### config.mk
export PLATFORM = sky130hd
export DESIGN_NAME = dmx_frame_receiver_self_address_flat
export DESIGN_NICKNAME = d
export VERILOG_FILES = /design/src/rtl/dmxr_pkg.sv /design/src/rtl/dmxr_stream_if.sv /design/src/rtl/dmxr_cfg_regs.sv /design/src/rtl/dmxr_slot_engine.sv /design/src/rtl/dmx_frame_receiver_self_address.sv /design/src/flat_wrapper.sv
export VERILOG_INCLUDE_DIRS = /design/src /design/src/rtl
export SDC_FILE = /design/constraint.sdc
export NUM_CORES = 1
export LEC_CHECK = 0
export ABC_AREA = 1
export CAP_MARGIN = 20
export CORE_MARGIN = 3
export CORE_UTILIZATION = 50
export CTS_CLUSTER_DIAMETER = 40
export DETAILED_ROUTE_END_ITERATION = 8
export DONT_BUFFER_PORTS = 1
export PLACE_DENSITY = 0.69
export SYNTH_ARGS = -nofsm -noshare
export SYNTH_HDL_FRONTEND = slang
export SYNTH_SLANG_ARGS = --single-unit
### constraint.sdc
create_clock -name clk_i -period 5.19 [get_ports clk_i]
set_clock_uncertainty 0.1 [all_clocks]
set_input_delay 1.2975 -clock clk_i [delete_from_list [all_inputs] [get_ports clk_i]]
set_output_delay 1.2975 -clock clk_i [all_outputs]
set_load 0.01 [all_outputs]
### src/rtl/dmx_frame_receiver_self_address_defines.svh
// ----------------------------------------------------------------------------
// DMX frame receiver assertion macros
// Shared concurrent check forms, clocked on clk_i and held off during reset.
// ----------------------------------------------------------------------------
`ifndef DMX_FRAME_RECEIVER_SELF_ADDRESS_DEFINES_SVH
`define DMX_FRAME_RECEIVER_SELF_ADDRESS_DEFINES_SVH

// Same-cycle implication: cons must hold whenever ante holds.
`define DMXR_ASSERT_NOW(label, ante, cons) \
  label: assert property (@(posedge clk_i) disable iff (!rst_ni) (ante) |-> (cons)) \
    else $error("%m: same-cycle check failed");

// Next-cycle implication: cons must hold in the cycle after ante.
`define DMXR_ASSERT_NEXT(label, ante, cons) \
  label: assert property (@(posedge clk_i) disable iff (!rst_ni) (ante) |=> (cons)) \
    else $error("%m: next-cycle check failed");

`endif

### src/rtl/dmxr_pkg.sv
// ----------------------------------------------------------------------------
// DMX frame receiver package
// Types, configuration codes and sizing constants shared by the receiver.
// ----------------------------------------------------------------------------
package dmxr_pkg;

  // Forwarding buffer size, fixture window size and address slot
  localparam int unsigned ChannelsOut    = 512;
  localparam int unsigned RegsPerFixture = 8;
  localparam int unsigned MaxFixtures    = 16;
  localparam int unsigned AddressSlot    = 0;

  localparam int unsigned SlotW = 10;
  localparam logic [SlotW-1:0] SlotMax = '1;
  localparam int unsigned WinW = 13;
  localparam logic [WinW-1:0] WinLimit = WinW'(RegsPerFixture * MaxFixtures);

  // Configuration register indexes
  typedef enum logic [0:0] {
    CFG_SELF_ADDRESSING = 1'b0,
    CFG_FIXTURE_NUMBER  = 1'b1
  } cfg_idx_e;

  // Receiver phase
  typedef enum logic [1:0] {
    PH_HUNT  = 2'd0,
    PH_START = 2'd1,
    PH_FRAME = 2'd2
  } phase_e;

  typedef struct packed {
    logic       self_addressing;
    logic [3:0] fixture_number;
  } cfg_t;

  typedef struct packed {
    logic [7:0] rx_byte;
    logic       frame_error;
  } item_t;

  typedef struct packed {
    logic       frame_start;
    logic       out_write;
    logic [8:0] out_slot;
    logic [7:0] out_value;
    logic       reg_write;
    logic [2:0] reg_slot;
    logic [7:0] reg_value;
    logic [7:0] base_now;
  } result_t;

endpackage

### src/rtl/dmxr_stream_if.sv
// ----------------------------------------------------------------------------
// DMX frame receiver stream interface
// Valid/ready channel carrying one payload of type T per request.
// ----------------------------------------------------------------------------
interface dmxr_stream_if #(
  parameter type T = logic [7:0]
);
  logic valid;
  logic ready;
  T     data;

  modport source (output valid, output data, input ready);
  modport sink (input valid, input data, output ready);
endinterface

### src/rtl/dmxr_cfg_regs.sv
// ----------------------------------------------------------------------------
// DMX frame receiver configuration registers
// Holds the addressing mode and the switch fixture number.
// ----------------------------------------------------------------------------
module dmxr_cfg_regs (
  input  logic              clk_i,
  input  logic              rst_ni,
  input  logic              cfg_we_i,
  input  dmxr_pkg::cfg_idx_e cfg_idx_i,
  input  logic [3:0]        cfg_wdata_i,
  output dmxr_pkg::cfg_t    cfg_o
);
  import dmxr_pkg::*;

  cfg_t cfg_q;
  cfg_t cfg_d;

  // Decode the write
  always_comb begin
    cfg_d = cfg_q;
    if (cfg_we_i) begin
      case (cfg_idx_i)
        CFG_SELF_ADDRESSING: cfg_d.self_addressing = cfg_wdata_i[0];
        CFG_FIXTURE_NUMBER:  cfg_d.fixture_number  = cfg_wdata_i;
        default:             cfg_d = cfg_q;
      endcase
    end
  end

  always_ff @(posedge clk_i or negedge rst_ni) begin
    if (!rst_ni) begin
      cfg_q.self_addressing <= 1'b1;
      cfg_q.fixture_number  <= 4'd0;
    end else begin
      cfg_q <= cfg_d;
    end
  end

  assign cfg_o = cfg_q;

endmodule

### src/rtl/dmxr_slot_engine.sv
// ----------------------------------------------------------------------------
// DMX frame receiver slot engine
// Tracks break/start code/frame phase, counts slots and decodes the windows.
// ----------------------------------------------------------------------------
`include "dmx_frame_receiver_self_address_defines.svh"

module dmxr_slot_engine (
  input  logic              clk_i,
  input  logic              rst_ni,
  input  dmxr_pkg::cfg_t    cfg_i,
  input  logic              step_i,
  input  dmxr_pkg::item_t   item_i,
  output dmxr_pkg::result_t result_o
);
  import dmxr_pkg::*;

  phase_e           phase_q, phase_d;
  logic [SlotW-1:0] slot_q, slot_d;
  logic [7:0]       base_q, base_d;

  logic [SlotW-1:0] base_ext;
  logic [SlotW-1:0] reg_off;
  logic             in_window;
  logic             in_forward;
  logic             is_addr_slot;
  result_t          res;

  // Window decode on the current slot
  always_comb begin
    base_ext     = {{(SlotW-8){1'b0}}, base_q};
    reg_off      = slot_q - base_ext;
    in_window    = ({{(WinW-SlotW){1'b0}}, slot_q} < WinLimit) &&
                   (slot_q >= base_ext) &&
                   (reg_off < SlotW'(RegsPerFixture));
    in_forward   = slot_q < SlotW'(ChannelsOut);
    is_addr_slot = slot_q == SlotW'(AddressSlot);
  end

  // Next state and result for the byte at hand
  always_comb begin
    phase_d = phase_q;
    slot_d  = slot_q;
    base_d  = base_q;
    res     = '0;
    if (item_i.frame_error) begin
      phase_d = PH_START;
    end else begin
      case (phase_q)
        PH_START: begin
          if (item_i.rx_byte == 8'd0) begin
            phase_d         = PH_FRAME;
            slot_d          = '0;
            res.frame_start = 1'b1;
            if (!cfg_i.self_addressing) begin
              base_d = 8'({4'd0, cfg_i.fixture_number} * 8'(RegsPerFixture));
            end
          end else begin
            phase_d = PH_HUNT;
          end
        end
        PH_FRAME: begin
          if (in_window) begin
            res.reg_write = 1'b1;
            res.reg_slot  = reg_off[2:0];
            res.reg_value = item_i.rx_byte;
          end
          if (in_forward) begin
            res.out_write = 1'b1;
            res.out_slot  = slot_q[8:0];
            res.out_value = item_i.rx_byte;
          end
          if (cfg_i.self_addressing && is_addr_slot) begin
            base_d = item_i.rx_byte;
            if (in_forward) begin
              res.out_value = item_i.rx_byte + 8'(RegsPerFixture);
            end
          end
          if (slot_q != SlotMax) begin
            slot_d = slot_q + 1'b1;
          end
        end
        default: phase_d = PH_HUNT;
      endcase
    end
    res.base_now = base_d;
  end

  // Advance state only on a processed byte
  always_ff @(posedge clk_i or negedge rst_ni) begin
    if (!rst_ni) begin
      phase_q <= PH_HUNT;
      slot_q  <= '0;
      base_q  <= '0;
    end else if (step_i) begin
      phase_q <= phase_d;
      slot_q  <= slot_d;
      base_q  <= base_d;
    end
  end

  assign result_o = res;

  `DMXR_ASSERT_NEXT(a_break_arms, step_i && item_i.frame_error, phase_q == PH_START)
  `DMXR_ASSERT_NEXT(a_slot_advance,
                    step_i && !item_i.frame_error && phase_q == PH_FRAME && slot_q != SlotMax,
                    slot_q == $past(slot_q) + 1'b1)
  `DMXR_ASSERT_NOW(a_start_no_write, res.frame_start, !res.out_write && !res.reg_write)
  `DMXR_ASSERT_NEXT(a_base_hold, !step_i, $stable(base_q))

endmodule

### src/rtl/dmx_frame_receiver_self_address.sv
// ----------------------------------------------------------------------------
// DMX frame receiver with self-addressing
// Turns received DMX512 bytes into register and forwarding write reports.
// ----------------------------------------------------------------------------
// Takes one received byte per request and returns exactly one result per byte.
// Throughput is one byte per cycle while the result side is ready. A byte is
// held in the input register and is decoded into the result register once that
// register is empty or being drained; its result is then offered from the result
// register until taken. The input side stays ready while the result register
// is empty or being drained, or while the input register is empty, so ready
// follows the result side's ready in the same cycle. Configuration writes take
// effect on the next byte processed.
module dmx_frame_receiver_self_address (
  input  logic               clk_i,
  input  logic               rst_ni,
  input  logic               cfg_we_i,
  input  dmxr_pkg::cfg_idx_e cfg_idx_i,
  input  logic [3:0]         cfg_wdata_i,
  dmxr_stream_if.sink        item_i,
  dmxr_stream_if.source      result_o
);
  import dmxr_pkg::*;

  cfg_t    cfg;
  result_t res;

  logic    in_valid_q;
  item_t   in_item_q;
  logic    out_valid_q;
  result_t out_res_q;
  logic    advance;

  // Move the held byte forward when the result register frees up
  assign advance      = in_valid_q && (!out_valid_q || result_o.ready);
  assign item_i.ready = !in_valid_q || advance;

  dmxr_cfg_regs u_cfg (
    .clk_i       (clk_i),
    .rst_ni      (rst_ni),
    .cfg_we_i    (cfg_we_i),
    .cfg_idx_i   (cfg_idx_i),
    .cfg_wdata_i (cfg_wdata_i),
    .cfg_o       (cfg)
  );

  dmxr_slot_engine u_engine (
    .clk_i    (clk_i),
    .rst_ni   (rst_ni),
    .cfg_i    (cfg),
    .step_i   (advance),
    .item_i   (in_item_q),
    .result_o (res)
  );

  // Input register control
  always_ff @(posedge clk_i or negedge rst_ni) begin
    if (!rst_ni) begin
      in_valid_q <= 1'b0;
    end else if (item_i.ready) begin
      in_valid_q <= item_i.valid;
    end
  end

  // Capture the request payload
  always_ff @(posedge clk_i) begin
    if (item_i.valid && item_i.ready) begin
      in_item_q <= item_i.data;
    end
  end

  // Result register control
  always_ff @(posedge clk_i or negedge rst_ni) begin
    if (!rst_ni) begin
      out_valid_q <= 1'b0;
    end else if (advance) begin
      out_valid_q <= 1'b1;
    end else if (result_o.ready) begin
      out_valid_q <= 1'b0;
    end
  end

  // Hold the result until taken
  always_ff @(posedge clk_i) begin
    if (advance) begin
      out_res_q <= res;
    end
  end

  assign result_o.valid = out_valid_q;
  assign result_o.data  = out_res_q;

endmodule
### src/flat_wrapper.sv
// flat-port wrapper written by rule: the top's interface ports become plain ports
module dmx_frame_receiver_self_address_flat import dmxr_pkg::*;
  (clk_i, rst_ni, cfg_we_i, cfg_idx_i, cfg_wdata_i, item_i_valid, item_i_data, item_i_ready, result_o_valid, result_o_data, result_o_ready);
  dmxr_stream_if item_i_i ();
  dmxr_stream_if result_o_i ();
  input  logic clk_i;
  input  logic rst_ni;
  input  logic cfg_we_i;
  input  dmxr_pkg::cfg_idx_e cfg_idx_i;
  input  logic [3:0] cfg_wdata_i;
  input wire logic [$bits(item_i_i.valid)-1:0] item_i_valid;
  input wire logic [$bits(item_i_i.data)-1:0] item_i_data;
  output wire logic [$bits(item_i_i.ready)-1:0] item_i_ready;
  output wire logic [$bits(result_o_i.valid)-1:0] result_o_valid;
  output wire logic [$bits(result_o_i.data)-1:0] result_o_data;
  input wire logic [$bits(result_o_i.ready)-1:0] result_o_ready;
  assign item_i_i.valid = item_i_valid;
  assign item_i_i.data = item_i_data;
  assign item_i_ready = item_i_i.ready;
  assign result_o_valid = result_o_i.valid;
  assign result_o_data = result_o_i.data;
  assign result_o_i.ready = result_o_ready;
  dmx_frame_receiver_self_address u_core (.clk_i(clk_i), .rst_ni(rst_ni), .cfg_we_i(cfg_we_i), .cfg_idx_i(cfg_idx_i), .cfg_wdata_i(cfg_wdata_i), .item_i(item_i_i), .result_o(result_o_i));
endmodule
After elaboration in Yosys (flattened, before gate mapping)
Index checks and enable logic that the tools add are counted.
Word-level totals
  flip-flop bits (word level): 43
  input port bits: 18
  output and inout port bits: 10
  logic and storage cells: 47
Operators by class
  add/subtract/negate cells: 1
  equality and inequality tests: 6
  mux-type cells: 13
  bitwise logic cells: 2
  reductions and logical operators: 15
Operator list (number)
  2-to-1 mux 8 bit: 4
  2-to-1 mux 10 bit: 2
  one-hot mux 10 bit (2 select lines): 1
  one-hot mux 8 bit (2 select lines): 1
  adder 10 x 1 -> 10 bit, second input constant: 1
  zero test 10 bit: 1
  inequality test 10 bit, second input constant: 1
  zero test 8 bit: 1
  AND reduction 2 bit: 3
  AND reduction 5 bit: 1
  2-to-1 mux 2 bit: 2
  inequality test 2 bit, second input constant: 2
  one-hot mux 2 bit (2 select lines): 1
  nonzero test 2 bit: 2
  logical AND 1 bit: 3
  == test 2 x 1 -> 1 bit, second input constant: 1
  == test 2 bit, second input constant: 1
  zero test 1 bit: 2
  logical OR 1 bit: 2
  2-to-1 mux 1 bit: 2
  inequality test 2 x 1 -> 1 bit, second input constant: 1
  inverter 1 bit: 2

Logic depth before layout (Yosys ltp)
Gate-level depths: netlist (run 1).
  depth in word-level cells: 5
  gate-level depth with buffers: 10
  depth with buffers taken out: 10

Cells and area by module
From an unflattened synthesis (run 1), not the netlist that was laid out.
Unflattened totals
  cell total of the unflattened synthesis: 395
  area total of the unflattened synthesis: 2877.8 um2
Modules (own cells, without submodules)
  dmxr_slot_engine: instances 1, cells an instance 343, area an instance 2095.8 um2, sequential area each 500.5 um2
  dmx_frame_receiver_self_address: instances 1, cells an instance 29, area an instance 579.3 um2, sequential area each 530.5 um2
  dmxr_cfg_regs: instances 1, cells an instance 23, area an instance 202.7 um2, sequential area each 126.4 um2

Worst setup path before layout (run 1)
Ideal clock, no wire load.
  kind: in2out
  from: input port result_o_ready
  to: output port item_i_ready
  arrival: 1.481 ns
  required time: 3.793 ns
  setup slack: 2.311 ns
  stages on the path: 2
  path buffers: 0
  cells stage by stage: inv_1 -> nand3_1
Between the ends
  cells in the longest elaborated chain, start to end: 3
Ends and longest elaborated chain
  from (decl): line flat_wrapper.sv:16  | input wire logic [$bits(result_o_i.ready)-1:0] result_o_ready;
  logical OR 1 bit: line dmx_frame_receiver_self_address.sv:34  | assign advance = in_valid_q && (!out_valid_q || result_o.ready);
  logical AND 1 bit: line dmx_frame_receiver_self_address.sv:34
  logical OR 1 bit: line dmx_frame_receiver_self_address.sv:35  | assign item_i.ready = !in_valid_q || advance;
  to (decl): line flat_wrapper.sv:13  | output wire logic [$bits(item_i_i.ready)-1:0] item_i_ready;
Every way passes these cells.

Worst setup path after layout (run 1)
Ends and elaborated chain as after synthesis.

==> impl_metrics.toml, run 1 <==
[status]
status = "finished clean"

[sta]
worst_pin_slew_ps = 668
timing.setup.tns_ps = 0
hold_viol_final = 0
fmax_ghz = 0.345
final-max-slew-violation-count = 0
setup_viol = 0
final.period_utilization_pct = 55.9
period_needed_ps = 2900
grt_setup_unrepaired = "false"
worst_slew_margin_rel_pct = 55.4
fin_ws_ps = 2290

[yosys]
synth.top_cells.by_area = "dfrtp_1 29%, edfxtp_1 22%, nand2_1 12%"
netlist_instances = 245
synth.lib_cells_used.distinct = 31
flops_latches_synth = 43
synth-warning-count = 0
syn-num-nets = 267
part_of_the_yosys_area_used_for_sequential_elements_pct = 52.2
netlist_area_um2 = 2220
synthDominantAreaCellType = "dfrtp_1"
syn-mean-instance-area_um2 = 9.05
area_share_of_the_leading_cell_type_in_the_synthesized_netlist_pct = 29.3

[finish]
insertedDiodeCount = 0
fillCellCount = 401
stdcell_count = 298
syn_to_final_growth_pct = 4.57
ratio_of_cells_with_drive_above_1_in_the_final_layout_pct = 13.7
mostFrequentLayoutCell = "nand2_1"
final_core_util_pct = 56.0
final_net_count = 269
area_of_combinational_cells_with_multiple_inputs_um2 = 921
most-common-layout-cells = "72 x nand2_1, 26 x dfrtp_1, 24 x inv_1"
seq_area_um2 = 1160

[clock_network]
cts_setup_buffers = 0
clk_transition_reported_paths_ps = 70
cts_buffer_depth = 2
cts-buffers-inserted = 5
post_cts_resized = 0
insertion_delay_ps = 290
tritoncts = "yes"
cts.root.buffer_cell = "clkbuf_8"
clkSinkCount = 43
ctsHoldBuffers = 0
htree_num_levels = 2

[drt]
routed_via_density = 5.18
antenna_left = 0
drtPass1Iterations = 4
drc_marker_count_from_the_first_detailed_route_iteration = 54
via_count = 1544
routed_wl_mm = 3.81
wl_per_cell_um = 12.8
post-route-drc-count = 0

[flow_run]
drv_cap = 0

[critical_path]
critPathTopFamily = "simple AND/OR/NAND/NOR gates"
critPathKind = "in2out"
path_cells = "inv_1 > nand3_1"
path_buf_inv = 1
timing.critical_path.depth = 2
cp-start-kind = "input port"
endpoint_kind = "output port"
slowest_stage = "nand3_1"
max_fo_critical_path = 3
timing.critical_path.arrival_ps = 1500
rr_worst_depth = 6
required_ps = 3790
critical-path-max-stage-delay_ps = 160

[floorplanning]
die_y_um = 72.6
fp.dieArea_um2 = 5270
design.portCount = 28
floorplan.initialDensity_pct = 53.5
floorplan.core_area_um2 = 4140
die_width_um = 72.6
floorplan.rows = 23

[global_routing]
grt-ovfl-total = 0
grt_usage_pct = 15.5
number_of_global_route_vias_before_repair = 1476
antenna_found_initial = 0
grt_start_max_net_pins = 28
grt_pass1_wl_mm = 6.41

[placed_design]
hpwl_mm = 2.77
port-buffer-count = 0
globalplace.congestion = 0.825
placedCellCount = 290
preCtsSetupSlack_ps = 2080

[hold_path]
timing.hold.worst.class = "reg2reg"
timing.hold.worst_path_depth = 2

[power_and_ir_drop]
ir_drop_v = 0.000189
cellPowerDensity_nw_per_um2 = 285
p_total_w = 0.000661
cellLeakagePower_nw = 1.03
## final cells by class
cell class	count	share of cell area [%]
Multi-Input combinational cell	171	39.7
Clock buffer	6	3.13
Inverter	26	4.21
Sequential cell	43	49.9
Clock inverter	2	0.378
Tap cell	50	2.70
## synthesized netlist by cell type, drive strengths merged
master and number:
nand2 73, dfrtp 26, inv 26, nand3 24, nor2 24, edfxtp 16, o21ai 16, nand4 9
a21oi 7, buf 4, ha 4, or2 4, o21bai 3, and2 2, nand3b 2, nor3 2
a31oi 1, clkbuf 1, dfstp 1
## report_power, final
part | internal [W] | leakage (nW) | switching, W | total [W]
combinational | 0.0000178 | 0.475 | 0.0000505 | 0.0000684
sequential | 0.000380 | 0.513 | 0.0000165 | 0.000397
clock | 0.0000925 | 0.0426 | 0.000103 | 0.000196
## layer usage
metal / global-route usage, % / vias to the layer above / share of wire (%)
li1: - / 807 / -
met1: 19.9 / 699 / 47
met2: 26.2 / 34 / 48
met3: 3.86 / 4 / 4.0
met4: 4.30 / 0 / 0.84
met5: 0 / - / 0
## registers in the layout, indices dropped and copies added (netlist names)
register	flops
u_core.in_item_q	8
u_core.in_valid_q	1
u_core.result_o.data	8
u_core.result_o.valid	1
u_core.u_cfg.cfg_o	5
u_core.u_engine.base_q	8
u_core.u_engine.phase_q	2
u_core.u_engine.slot_q	10
## path summary, 6_finish.rpt
path	from	to	slack, ps
worst max-delay path	result_o_ready	item_i_ready	2290
min in group asynchronous	rst_ni	u_core.u_engine.slot_q[5]	590
worst min-delay path	u_core.u_engine.base_q[6]	u_core.u_engine.base_q[6]	370
max in group asynchronous	rst_ni	u_core.u_cfg.cfg_o[4]	4220
worst max register to register	u_core.result_o.valid	u_core.u_engine.slot_q[9]	2990
worst min register to register	u_core.u_engine.base_q[6]	u_core.u_engine.base_q[6]	370
## stage by stage
step / hold slack (ps) / cell area, µm²
floorplan: 342 / 2220
global placement: 356 / 2240
detailed placement: 359 / 2240
CTS: 378 / 2320
global route: 398 / 2320
finish: 373 / 2320
## kinds of logic after synthesis
group | count (synthesis) | synth area share (%)
adder cells (fa/ha/maj) | 4 | 2.26
flip-flops | 43 | 52.2
AO/OA/AOI/OAI | 27 | 8.69
buffers and inverters | 31 | 6.32
AND/OR/NAND/NOR | 140 | 30.6
Note: power is estimated with default switching activity, not from simulation.
==> inputs of run 2 (changes only) <==
- clock period: 5.19 -> 2.7 ns (I/O delays scaled with it)
==> run 2 against run 1 <==
  * Final cell count grew 1.0%
  * Largest power group unchanged
  * Critical endpoint is now u_core.u_engine.slot_q[4]
  * Utilization grew 0.85 points
  * Die area is the same
  * First-iteration DRC count grew 85%
==> impl_metrics.toml, run 2 (same netlist as run 1, synthesis figures left out) <==
[status]
status = "finished clean"

[floorplanning]
die_y_um = 72.6
floorplan.initialDensity_pct = 53.5
design.portCount = 28
floorplan.core_area_um2 = 4140
fp.dieArea_um2 = 5270
die_width_um = 72.6
floorplan.rows = 23

[power_and_ir_drop]
relative_contribution_of_combinational_cells_to_total_power_pct = 11.3
p_total_w = 0.00129
total_switching_power_w = 0.000338
cellPowerDensity_nw_per_um2 = 546
p_int_w = 0.000949
cellLeakagePower_nw = 1.05
switching_share_pct = 26.3
ir_drop_v = 0.000390
power_frac_seq_pct = 59.2
power_frac_clock_pct = 29.5

[critical_path]
critPathKind = "reg2reg"
slowest_stage = "dfrtp_1"
r2r_start = "u_core.u_engine.phase_q[1]"
endpoint_kind = "flop"
startpoint = "u_core.u_engine.phase_q[1]"
cp-start-kind = "flop"
rr_worst_depth = 9
regToRegEndpoint = "u_core.u_engine.slot_q[4]"
max_fo_critical_path = 20
path_cells = "inv_1 > ha_1 > inv_2 > nor2_1 > nand3_1 > nand2_1 > nand3_2 > nand2_1 > o21ai_2"
worst-r2r-setup-slack_ps = 780
crit_end = "u_core.u_engine.slot_q[4]"
critical_path_s_most_frequent_cell = "nand2_1"
timing.critical_path.arrival_ps = 1990
critical-path-max-stage-delay_ps = 380
required_ps = 2770

[clock_network]
clk_transition_reported_paths_ps = 90
post_cts_resized = 0
insertion_delay_ps = 300
cts.root.buffer_cell = "clkbuf_8"
clkSinkCount = 43
cts_setup_buffers = 0
tritoncts = "yes"
htree_num_levels = 2
cts_buffer_depth = 2
cts-buffers-inserted = 5

[sta]
hold_viol_final = 0
final.period_utilization_pct = 71.2
worst_pin_slew_ps = 469
period_needed_ps = 1920
grt_setup_unrepaired = "false"
final-max-slew-violation-count = 0
setup_viol = 0
fmax_ghz = 0.520
timing.setup.tns_ps = 0
worst_slew_margin_rel_pct = 68.7

[global_routing]
number_of_global_route_vias_before_repair = 1368
grt-ovfl-total = 0
antenna_found_initial = 0
grt_start_max_net_pins = 27
grt_usage_pct = 15.7
grt_pass1_wl_mm = 6.29

[drt]
wl_per_cell_um = 12.4
routed_via_density = 5.12
drc_marker_count_from_the_first_detailed_route_iteration = 100
post-route-drc-count = 0
antenna_left = 0
routed_wl_mm = 3.74
drtPass1Iterations = 4
via_count = 1542

[finish]
syn_to_final_growth_pct = 6.15
largest_register_ff_count = 10
insertedDiodeCount = 0
most-common-layout-cells = "72 x nand2_1, 26 x dfrtp_1, 24 x inv_1"
final_net_count = 272
mostFrequentLayoutCell = "nand2_1"
ratio_of_cells_with_drive_above_1_in_the_final_layout_pct = 14.7
regMostFlops = "u_core.u_engine.slot_q"
postLayoutCellArea_um2 = 2350
final_core_util_pct = 56.8

[placed_design]
hpwl_mm = 2.74
globalplace.congestion = 0.816
post_dp_cell_area_um2 = 2250
port-buffer-count = 0

[hold_path]
timing.hold.worst.class = "in2async"

[flow_run]
drv_cap = 0
[run 2: worst min path at each step]
stage | start | endpoint | cells past startpoint
global route | rst_ni | u_core.u_engine.slot_q[4] | 1
global placement | rst_ni | u_core.u_engine.slot_q[6] | 0
finish | rst_ni | u_core.u_engine.slot_q[7] | 1
floorplan | rst_ni | u_core.in_valid_q | 0
detailed placement | rst_ni | u_core.u_engine.slot_q[7] | 0
CTS | rst_ni | u_core.u_engine.slot_q[7] | 1
[run 2: metrics by stage]
stage	std cells	worst slack (ps)	hold slack, ps
detailed placement	292	770	280
floorplan	245	975	279
finish	301	777	79.4
CTS	301	754	82.8
global placement	292	779	280
global route	301	549	88.0
[run 2: power groups by stage]
stage	registers, W	logic (W)	clock network (W)
floorplan	0.000768	0.000115	0
global placement	0.000775	0.000135	0
detailed placement	0.000775	0.000137	0
CTS	0.000762	0.000148	0.000392
global route	0.000766	0.000166	0.000415
finish	0.000762	0.000145	0.000380
[run 2: final cells by class]
cell class	instances	area [µm²]
clock buffer	6	72.6
clock inverter	2	8.76
fill	381	1790
inverter	26	97.6
multi-input combinational	171	921
sequential	43	1160
tap	50	62.6
timing repair buffer	3	35.0
[run 2: worst max-delay path, delay by kind of cell, from the launching register on]
kind / cells / cell delay, ps
flip-flops: 1 / 380
AO/OA/AOI/OAI: 1 / 70
AND/OR/NAND/NOR: 5 / 870
buffers and inverters: 2 / 130
adder cells (fa/ha/maj): 1 / 270
[run 2: layer usage]
metal / wire length (µm) / global-route usage (%)
met3: 157 / 3.86
met1: 1880 / 22.5
met5: 0 / 0
met2: 1650 / 23.1
met4: 47 / 5.53
[run 2: timing repair]
item                       CTS  global route
hold buffers                 1             0
hold endpoints to repair    26             0
setup endpoints to repair    0             0
